## src/design/kbpx_pkg.sv

```systemverilog
// kbpx_pkg: shared types, register codes and helper functions of the keyed
// bit-permutation cipher. Used by every module of the design folder; no dependencies.
package kbpx_pkg;

   localparam int WordBits = 32;
   localparam int IdxBits  = 5;
   localparam int KeyBits  = 160;
   localparam int AddrBits = 5;
   localparam int CsrBits  = 64;

   // register select codes (paddr[4:3])
   localparam logic [1:0] RegKeyLow  = 2'd0;
   localparam logic [1:0] RegKeyMid  = 2'd1;
   localparam logic [1:0] RegKeyHigh = 2'd2;

   // key field masks, by remaining free count
   localparam logic [IdxBits-1:0] FieldMask5 = 5'h1F;
   localparam logic [IdxBits-1:0] FieldMask4 = 5'h0F;
   localparam logic [IdxBits-1:0] FieldMask3 = 5'h07;
   localparam logic [IdxBits-1:0] FieldMask2 = 5'h03;
   localparam logic [IdxBits-1:0] FieldMask1 = 5'h01;
   localparam logic [7:0]         ByteMask   = 8'hFF;

   typedef enum logic {
      OP_ENCRYPT = 1'b0,
      OP_DECRYPT = 1'b1
   } opcode_type;

   typedef struct packed {
      logic [63:0] low;
      logic [63:0] mid;
      logic [31:0] high;
   } key_type;

   // permutation rebuild request from the register file
   typedef struct packed {
      logic    start;
      key_type key;
   } build_req_type;

   typedef logic [WordBits-1:0][IdxBits-1:0] order_tab_type;

   // mask of the key field for permutation entry idx
   function automatic logic [IdxBits-1:0] field_mask(input logic [IdxBits-1:0] idx);
      logic [IdxBits-1:0] m;
      priority if (idx < 5'd16) m = FieldMask5;
      else if (idx < 5'd24)     m = FieldMask4;
      else if (idx < 5'd28)     m = FieldMask3;
      else if (idx < 5'd30)     m = FieldMask2;
      else if (idx == 5'd30)    m = FieldMask1;
      else                      m = '0;
      return m;
   endfunction

   // stream bits consumed by entry idx
   function automatic logic [2:0] field_width(input logic [IdxBits-1:0] idx);
      logic [2:0] w;
      priority if (idx < 5'd16) w = 3'd5;
      else if (idx < 5'd24)     w = 3'd4;
      else if (idx < 5'd28)     w = 3'd3;
      else if (idx < 5'd30)     w = 3'd2;
      else                      w = 3'd0;
      return w;
   endfunction

   // position-keyed XOR pad; byte 0 lands in the top byte
   function automatic logic [WordBits-1:0] xor_pad(input logic [31:0] pos,
                                                    input logic [31:0] key_high);
      logic [7:0]          hi;
      logic [7:0]          off;
      logic [7:0]          m;
      logic [WordBits-1:0] pad;
      hi  = pos[15:8] ^ pos[23:16] ^ pos[31:24];
      pad = '0;
      for (int c = 0; c < 4; c++) begin
         off = (pos[7:0] + 8'(c)) ^ hi;
         m   = (key_high[8*c +: 8] + off) & ByteMask;
         pad[WordBits-1-8*c -: 8] = m;
      end
      return pad;
   endfunction

endpackage

```

## src/design/kbpx_csr.sv

```systemverilog
// kbpx_csr: APB-style key register file; raises a rebuild request on each key write.
// Depends on kbpx_pkg.
module kbpx_csr import kbpx_pkg::*; (
   input  logic                clock,
   input  logic                reset,
   input  logic                psel,
   input  logic                penable,
   input  logic                pwrite,
   input  logic [AddrBits-1:0] paddr,
   input  logic [CsrBits-1:0]  pwdata,
   output logic [CsrBits-1:0]  prdata,
   output logic                pready,
   output build_req_type       build_req
);

   key_type    key_ff, key_in;
   logic       start_ff, start_in;
   logic       write_en;
   logic [1:0] reg_sel;

   assign pready   = 1'b1;
   assign write_en = psel & penable & pwrite;
   assign reg_sel  = paddr[4:3];

   // update the addressed key word; flag a rebuild for known registers
   always_comb begin
      key_in   = key_ff;
      start_in = 1'b0;
      if (write_en) begin
         unique case (reg_sel)
            RegKeyLow: begin
               key_in.low = pwdata;
               start_in   = 1'b1;
            end
            RegKeyMid: begin
               key_in.mid = pwdata;
               start_in   = 1'b1;
            end
            RegKeyHigh: begin
               key_in.high = pwdata[31:0];
               start_in    = 1'b1;
            end
            default: begin
               start_in = 1'b0;
            end
         endcase
      end
   end

   always_ff @(posedge clock) begin
      if (reset) begin
         key_ff   <= '0;
         start_ff <= 1'b0;
      end else begin
         key_ff   <= key_in;
         start_ff <= start_in;
      end
   end

   // read back
   always_comb begin
      unique case (reg_sel)
         RegKeyLow:  prdata = key_ff.low;
         RegKeyMid:  prdata = key_ff.mid;
         RegKeyHigh: prdata = {32'd0, key_ff.high};
         default:    prdata = '0;
      endcase
   end

   assign build_req.start = start_ff;
   assign build_req.key   = key_ff;

endmodule

```

## src/design/kbpx_order_gen.sv

```systemverilog
// kbpx_order_gen: rebuilds the bit permutation and its inverse from the key,
// one entry per cycle. Depends on kbpx_pkg.
module kbpx_order_gen import kbpx_pkg::*; (
   input  logic          clock,
   input  logic          reset,
   input  build_req_type build_req,
   output order_tab_type order_tab,
   output order_tab_type inv_tab,
   output logic          busy
);

   order_tab_type       order_ff, order_in;
   order_tab_type       inv_ff, inv_in;
   logic [KeyBits-1:0]  stream_ff, stream_in;
   logic [WordBits-1:0] taken_ff, taken_in;
   logic [IdxBits-1:0]  idx_ff, idx_in;
   logic                busy_ff, busy_in;

   logic [IdxBits-1:0]  mx;
   logic [IdxBits-1:0]  raw_n;
   logic [IdxBits-1:0]  nth;
   logic [IdxBits-1:0]  pick;
   logic [5:0]          zeros;

   // field value for this entry, folded into the free range
   always_comb begin
      mx    = 5'd31 - idx_ff;
      raw_n = stream_ff[IdxBits-1:0] & field_mask(idx_ff);
      nth   = (raw_n > mx) ? (raw_n - mx) : raw_n;
   end

   // select the nth free bit index
   always_comb begin
      pick  = '0;
      zeros = '0;
      for (int j = 0; j < WordBits; j++) begin
         zeros = 6'($countones(~taken_ff & ((32'd1 << j) - 32'd1)));
         if (!taken_ff[j] && (zeros == {1'b0, nth})) begin
            pick = 5'(j);
         end
      end
   end

   // sequencer: load on request, then one entry a cycle
   always_comb begin
      order_in  = order_ff;
      inv_in    = inv_ff;
      stream_in = stream_ff;
      taken_in  = taken_ff;
      idx_in    = idx_ff;
      busy_in   = busy_ff;
      if (build_req.start) begin
         stream_in = {build_req.key.high, build_req.key.mid, build_req.key.low};
         taken_in  = '0;
         idx_in    = '0;
         busy_in   = 1'b1;
      end else if (busy_ff) begin
         order_in[idx_ff] = pick;
         inv_in[pick]     = idx_ff;
         taken_in         = taken_ff | (32'd1 << pick);
         stream_in        = stream_ff >> field_width(idx_ff);
         idx_in           = idx_ff + 5'd1;
         if (idx_ff == 5'd31) begin
            busy_in = 1'b0;
         end
      end
   end

   always_ff @(posedge clock) begin
      if (reset) begin
         for (int k = 0; k < WordBits; k++) begin
            order_ff[k] <= 5'(k);
            inv_ff[k]   <= 5'(k);
         end
         taken_ff <= '0;
         idx_ff   <= '0;
         busy_ff  <= 1'b0;
      end else begin
         order_ff <= order_in;
         inv_ff   <= inv_in;
         taken_ff <= taken_in;
         idx_ff   <= idx_in;
         busy_ff  <= busy_in;
      end
   end

   // key stream copy is payload
   always_ff @(posedge clock) begin
      stream_ff <= stream_in;
   end

   assign order_tab = order_ff;
   assign inv_tab   = inv_ff;
   assign busy      = build_req.start | busy_ff;

endmodule

```

## src/design/kbpx_word_pipe.sv

```systemverilog
// kbpx_word_pipe: input register, permute/XOR logic and result register for
// one word per cycle while hold is low and no result stalls. Depends on kbpx_pkg.
module kbpx_word_pipe import kbpx_pkg::*; (
   input  logic                clock,
   input  logic                reset,
   input  logic                hold,
   input  order_tab_type       order_tab,
   input  order_tab_type       inv_tab,
   input  logic [31:0]         key_high,
   input  logic                req_valid,
   output logic                req_ready,
   input  logic                req_opcode,
   input  logic [31:0]         req_position,
   input  logic [WordBits-1:0] req_data_word,
   output logic                rsp_valid,
   input  logic                rsp_ready,
   output logic [WordBits-1:0] rsp_result_word
);

   logic                s1_valid_ff, s1_valid_in;
   opcode_type          s1_op_ff;
   logic [31:0]         s1_pos_ff;
   logic [WordBits-1:0] s1_word_ff;
   logic                s2_valid_ff, s2_valid_in;
   logic [WordBits-1:0] s2_word_ff;

   logic                s2_free;
   logic                s1_free;
   logic                req_take;
   logic [WordBits-1:0] pad;
   logic [WordBits-1:0] padded;
   logic [WordBits-1:0] result;

   // stage handshakes
   assign s2_free   = !s2_valid_ff || rsp_ready;
   assign s1_free   = !s1_valid_ff || s2_free;
   assign req_ready = s1_free && !hold;
   assign req_take  = req_valid && req_ready;

   always_comb begin
      s1_valid_in = s1_free ? req_take : s1_valid_ff;
      s2_valid_in = s2_free ? s1_valid_ff : s2_valid_ff;
   end

   // permute then pad on encrypt, pad then unpermute on decrypt
   always_comb begin
      pad    = xor_pad(s1_pos_ff, key_high);
      padded = s1_word_ff ^ pad;
      result = '0;
      unique case (s1_op_ff)
         OP_ENCRYPT: begin
            for (int j = 0; j < WordBits; j++) begin
               result[j] = s1_word_ff[inv_tab[j]];
            end
            result = result ^ pad;
         end
         OP_DECRYPT: begin
            for (int i = 0; i < WordBits; i++) begin
               result[i] = padded[order_tab[i]];
            end
         end
         default: result = '0;
      endcase
   end

   always_ff @(posedge clock) begin
      if (reset) begin
         s1_valid_ff <= 1'b0;
         s2_valid_ff <= 1'b0;
      end else begin
         s1_valid_ff <= s1_valid_in;
         s2_valid_ff <= s2_valid_in;
      end
   end

   // payload: load on advance, hold otherwise
   always_ff @(posedge clock) begin
      if (req_take) begin
         s1_op_ff   <= opcode_type'(req_opcode);
         s1_pos_ff  <= req_position;
         s1_word_ff <= req_data_word;
      end
      if (s2_free && s1_valid_ff) begin
         s2_word_ff <= result;
      end
   end

   assign rsp_valid       = s2_valid_ff;
   assign rsp_result_word = s2_word_ff;

endmodule

```

## src/design/keyed_bit_permute_xor_cipher_core.sv

```systemverilog
// keyed_bit_permute_xor_cipher_core: top level of the keyed bit-permutation cipher.
// Depends on kbpx_pkg, kbpx_csr, kbpx_order_gen and kbpx_word_pipe.
//
//   channel | ports                                   | handshake
//   --------+-----------------------------------------+------------------------
//   request | req_opcode, req_position, req_data_word | req_valid / req_ready
//   result  | rsp_result_word                         | rsp_valid / rsp_ready
//   config  | paddr, pwdata, prdata (keys at 0, 8, 16)| psel, penable, pwrite
//
// One request per cycle while req_ready is high; a taken request passes the input
// register and then the result register. Reset loads the identity permutation and
// clears the keys, so requests flow at once. A key write starts a permutation rebuild
// (one entry a cycle in kbpx_order_gen) during which req_ready is low. A stalled
// result holds its register; the input stage takes one more request, then req_ready
// stays low until the result is taken.
module keyed_bit_permute_xor_cipher_core import kbpx_pkg::*; (
   input  logic                clock,
   input  logic                reset,
   input  logic                req_valid,
   output logic                req_ready,
   input  logic                req_opcode,
   input  logic [31:0]         req_position,
   input  logic [WordBits-1:0] req_data_word,
   output logic                rsp_valid,
   input  logic                rsp_ready,
   output logic [WordBits-1:0] rsp_result_word,
   input  logic                psel,
   input  logic                penable,
   input  logic                pwrite,
   input  logic [AddrBits-1:0] paddr,
   input  logic [CsrBits-1:0]  pwdata,
   output logic [CsrBits-1:0]  prdata,
   output logic                pready
);

   build_req_type build_req;
   order_tab_type order_tab;
   order_tab_type inv_tab;
   logic          build_busy;

   kbpx_csr u_csr (
      .clock     (clock),
      .reset     (reset),
      .psel      (psel),
      .penable   (penable),
      .pwrite    (pwrite),
      .paddr     (paddr),
      .pwdata    (pwdata),
      .prdata    (prdata),
      .pready    (pready),
      .build_req (build_req)
   );

   kbpx_order_gen u_order_gen (
      .clock     (clock),
      .reset     (reset),
      .build_req (build_req),
      .order_tab (order_tab),
      .inv_tab   (inv_tab),
      .busy      (build_busy)
   );

   kbpx_word_pipe u_word_pipe (
      .clock           (clock),
      .reset           (reset),
      .hold            (build_busy),
      .order_tab       (order_tab),
      .inv_tab         (inv_tab),
      .key_high        (build_req.key.high),
      .req_valid       (req_valid),
      .req_ready       (req_ready),
      .req_opcode      (req_opcode),
      .req_position    (req_position),
      .req_data_word   (req_data_word),
      .rsp_valid       (rsp_valid),
      .rsp_ready       (rsp_ready),
      .rsp_result_word (rsp_result_word)
   );

   // no request taken while the permutation is rebuilt
   a_no_req_while_building: assert property (
      @(posedge clock) disable iff (reset) build_busy |-> !req_ready
   ) else $error("request accepted during permutation rebuild");

   // a key write starts a rebuild
   a_key_write_rebuilds: assert property (
      @(posedge clock) disable iff (reset)
      (psel && penable && pwrite && (paddr[4:3] == RegKeyLow || paddr[4:3] == RegKeyMid
         || paddr[4:3] == RegKeyHigh)) |=> build_busy
   ) else $error("key write did not start a rebuild");

   // reset leaves no result pending and no rebuild running
   a_reset_clears: assert property (
      @(posedge clock) reset |=> (!rsp_valid && !build_busy)
   ) else $error("state left over after reset");

endmodule
```

## config.mk

```make
export PLATFORM = sky130hd
export DESIGN_NAME = keyed_bit_permute_xor_cipher_core
export DESIGN_NICKNAME = d
export VERILOG_FILES = /design/src/design/kbpx_pkg.sv /design/src/design/kbpx_csr.sv /design/src/design/kbpx_order_gen.sv /design/src/design/kbpx_word_pipe.sv /design/src/design/keyed_bit_permute_xor_cipher_core.sv
export SDC_FILE = /design/constraint.sdc
export NUM_CORES = 2
export LEC_CHECK = 0
export BUFFER_PORTS_ARGS = -buffer_cell sky130_fd_sc_hd__buf_2
export CORE_MARGIN = 5
export CORE_UTILIZATION = 50
export DETAILED_ROUTE_END_ITERATION = 12
export GPL_TIMING_DRIVEN = 0
export PLACE_DENSITY = 0.67
export SETUP_SLACK_MARGIN = 0.2
export SYNTH_ARGS = -nofsm -noshare
export SYNTH_HDL_FRONTEND = slang
export SYNTH_SLANG_ARGS = --single-unit
```

## constraint.sdc

```tcl
create_clock -name clock -period 11.95 [get_ports clock]
set_clock_uncertainty 0.15 [all_clocks]
set_input_delay 1.195 -clock clock [delete_from_list [all_inputs] [get_ports clock]]
set_output_delay 1.195 -clock clock [all_outputs]
set_load 0.1 [all_outputs]
```

==> reports/qor.txt <==
Status -> complete, but fails checks
Failing checks -> max-capacitance violations, max-slew violations
Die H -> 359 um
CP Capture Type -> flop
GRT busiest layer -> met2
#FFs+latches synth -> 778
# setup viols final -> 0
Synth Cell Area -> 61,100 um^2
Ys Warns -> 0
M2 GR Usage -> 51.0%
Post-CTS Setup Inserts -> 0
WL/cell -> 28.9 um
PnR worst setup slack -> 2240 ps
# nets final -> 6,908
Fmax -> 103 MHz
All-Layer GR Usage -> 35.5%
Vias -> 55,600
DRT iter0 DRCs -> 8,482
Placed cells -> 8,081
Asr flop ratio synth -> 0%
H-tree depth -> 3
CTS resizes -> 0
Clock transition at path regs -> 60 ps
Port Buffers -> 233
Filler cell count -> 10,800
Fin crit share -> 81.2%
Vias in the first global route -> 52,900
Relative max-transition margin -> -6.88%
Placed cell areas -> 64,400 um^2
Worst-skew pair later-pin latency -> 760 ps
First-pass detailed-route iteration total -> 9
Mean Syn Cell Area -> 9.82 um^2
Drt total wl -> 239,000 um
First-pass GRT wire length -> 347,000 um
Max cap viols -> 3
Worst Max-Slew Pin Slew -> 1600 ps
CP startpoint kind -> flop
DPL Wire Length -> 172,000 um
Setup WS pre-CTS -> 2170 ps
WP data required -> 12,360 ps
FF-to-FF Start -> u_order_gen.taken_ff[8]$_SDFFE_PP0P_
Design area -> 67,600 um^2
Register area share after synthesis -> 29.7%
Max Slew Vio Count -> 22
Layout cell share with drive strength beyond 1 -> 15.4%
Crit path DAT -> 10,120 ps
Num rows -> 128
Synth Flop Type -> dfxtp_1
TritonCTS Buffers -> 90
Core Area -> 122,000 um^2
Post-route antenna net violation count -> 0
Via density -> 6.72
GR Overflow Total -> 0
Area growth syn-to-layout -> 10.7%
Hold path start -> u_order_gen.taken_ff[23]$_SDFFE_PP0P_
CTS Root Cell -> clkbuf_16
CP max FO -> 14
DRC Markers -> 0
GP Congestion -> 1.04
Net Count, Synth -> 6,576
Antenna violations before repair -> 15
Clock tree buffer depth -> 3
CP startpoint -> u_order_gen.taken_ff[8]$_SDFFE_PP0P_
Num Clock Sinks -> 778
Fin crit period -> 9710 ps
Final Hold Violating Endpoints -> 0
Die area -> 129,000 um^2
Area of the multi-input gates -> 39,700 um^2
CTS tree -> yes
Met3 usage -> 12.9%
FF+latch area -> 18,100 um^2
Syn Inst Count -> 6,217
RSZ-0062 raised after global routing -> no
Starting Density -> 50.2%
Pin count of the biggest net entering global routing -> 66
Die Wd -> 359 um
CTS Hold Buffers Added -> 0
Synth cell types -> 113
Hold WC Path Type -> flop to flop
Top Ports -> 240
Post-synth EDFFs -> 257
WS Path Type -> flop to flop
Grt met1 use -> 46.3%
Sum Neg Setup Slack -> 0 ps
Final Non-Filler Cells -> 8,265
## sequential cells by signal, summed over array words and instances, names as in the netlist
name,count
u_csr.build_req,160
u_order_gen.inv_tab,160
u_order_gen.order_tab,160
u_order_gen.stream_ff,160
u_order_gen.taken_ff,32
u_word_pipe.rsp_result_word,32
u_word_pipe.s1_pos_ff,32
u_word_pipe.s1_word_ff,32
u_order_gen.idx_ff,5
u_csr.start_ff,1
u_order_gen.busy_ff,1
u_word_pipe.rsp_valid,1
u_word_pipe.s1_op_ff,1
u_word_pipe.s1_valid_ff,1
## cell usage in the layout, fill, tap and decap left out, types with 80 or more instances in the layout
cell type and n:
mux4_2 514, fa_1 80, o21ai_0 425, inv_1 157
buf_2 254, nand2_1 978, edfxtp_1 257, dfxtp_1 521
clkbuf_1 582, mux2i_1 715, ha_1 138, clkbuf_16 94
o211ai_1 189, a211oi_1 114, a21oi_1 322, xnor2_1 160
nor2_1 378
## stage by stage
step	utilization [%]	hold WS [ps]
2_1_floorplan	-	282
3_3_place_gp	52.9	302
3_5_place_dp	53.0	305
4_1_cts	55.6	318
5_1_grt	55.6	333
6_report	55.6	319
## path summary, 6_finish.rpt
check | to | slack, ps | cells after the start
setup / recovery | u_order_gen.order_tab[91]$_SDFFE_PP1P_ | 2240 | 27
hold / removal | u_order_gen.taken_ff[23]$_SDFFE_PP0P_ | 320 | 1
hold reg to reg | u_order_gen.taken_ff[23]$_SDFFE_PP0P_ | 320 | 1
setup reg to reg | u_order_gen.order_tab[91]$_SDFFE_PP1P_ | 2240 | 27
## routing by layer
| layer | part of all wire (%) | vias up | wire [um] |
|---|---|---|---|
| li1 | - | 23600 | - |
| met1 | 37 | 26700 | 89400 |
| met2 | 41 | 4181 | 98600 |
| met3 | 14 | 1002 | 33500 |
| met4 | 7.3 | 4 | 17300 |
| met5 | 0.011 | - | 27 |
## cell usage after synthesis, drive strengths merged, types with 159 or more instances
| cell type | instances | area (um^2) |
|---|---|---|
| nand2 | 980 | 3690 |
| mux2i | 715 | 7160 |
| clkbuf | 564 | 2120 |
| dfxtp | 521 | 10400 |
| mux4 | 514 | 11600 |
| o21ai | 433 | 2180 |
| nor2 | 382 | 1450 |
| a21oi | 323 | 1620 |
| edfxtp | 257 | 7720 |
| o211ai | 192 | 1460 |
| xnor2 | 162 | 1430 |
| inv | 159 | 597 |
## final cells by class
type | count | area share [%]
inverters | 161 | 0.894
clock inverters | 41 | 0.703
flip-flops and latches | 778 | 26.8
multi-input cells | 4624 | 58.8
plain buffers | 654 | 3.85
repair buffers | 240 | 1.93
clock buffers | 129 | 3.92
well taps | 1625 | 3.01
diodes | 13 | 0.0481
## worst max-delay path: stages (launching register included)
cell and delay [ps]:
dfxtp_1 410, inv_1 100, ha_1 320, inv_1 90, fa_1 590, fa_1 440, inv_1 70, ha_1 160
inv_1 60, fa_1 530, inv_1 70, fa_1 1110, inv_1 530, fa_1 640, inv_1 50, ha_1 210
fa_1 470, a21o_1 190, a211oi_1 240, nand4b_1 120, nor4_1 570, nor2b_1 270, a211oi_1 480, o211ai_2 420
nand2_4 310, buf_4 290, buf_2 470, o211ai_1 200
## kinds of logic (layout without fill, tap and decap cells)
kind of cell	count (synthesis)	in the layout	synth area share (%)
AOI/OAI and AO/OA	1275	1275	13.0
and+or+nand+nor	1651	1651	12.1
DFF	778	778	29.7
other	1	14	0.00614
xor gates and xnor gates	248	248	3.78
adders and majority gates	218	218	5.45
muxes	1231	1231	30.7
buffers and inverters	815	1225	5.25
Power is not shown: default switching activity piles up to over one toggle a cycle in this logic, so the estimate is an artifact.
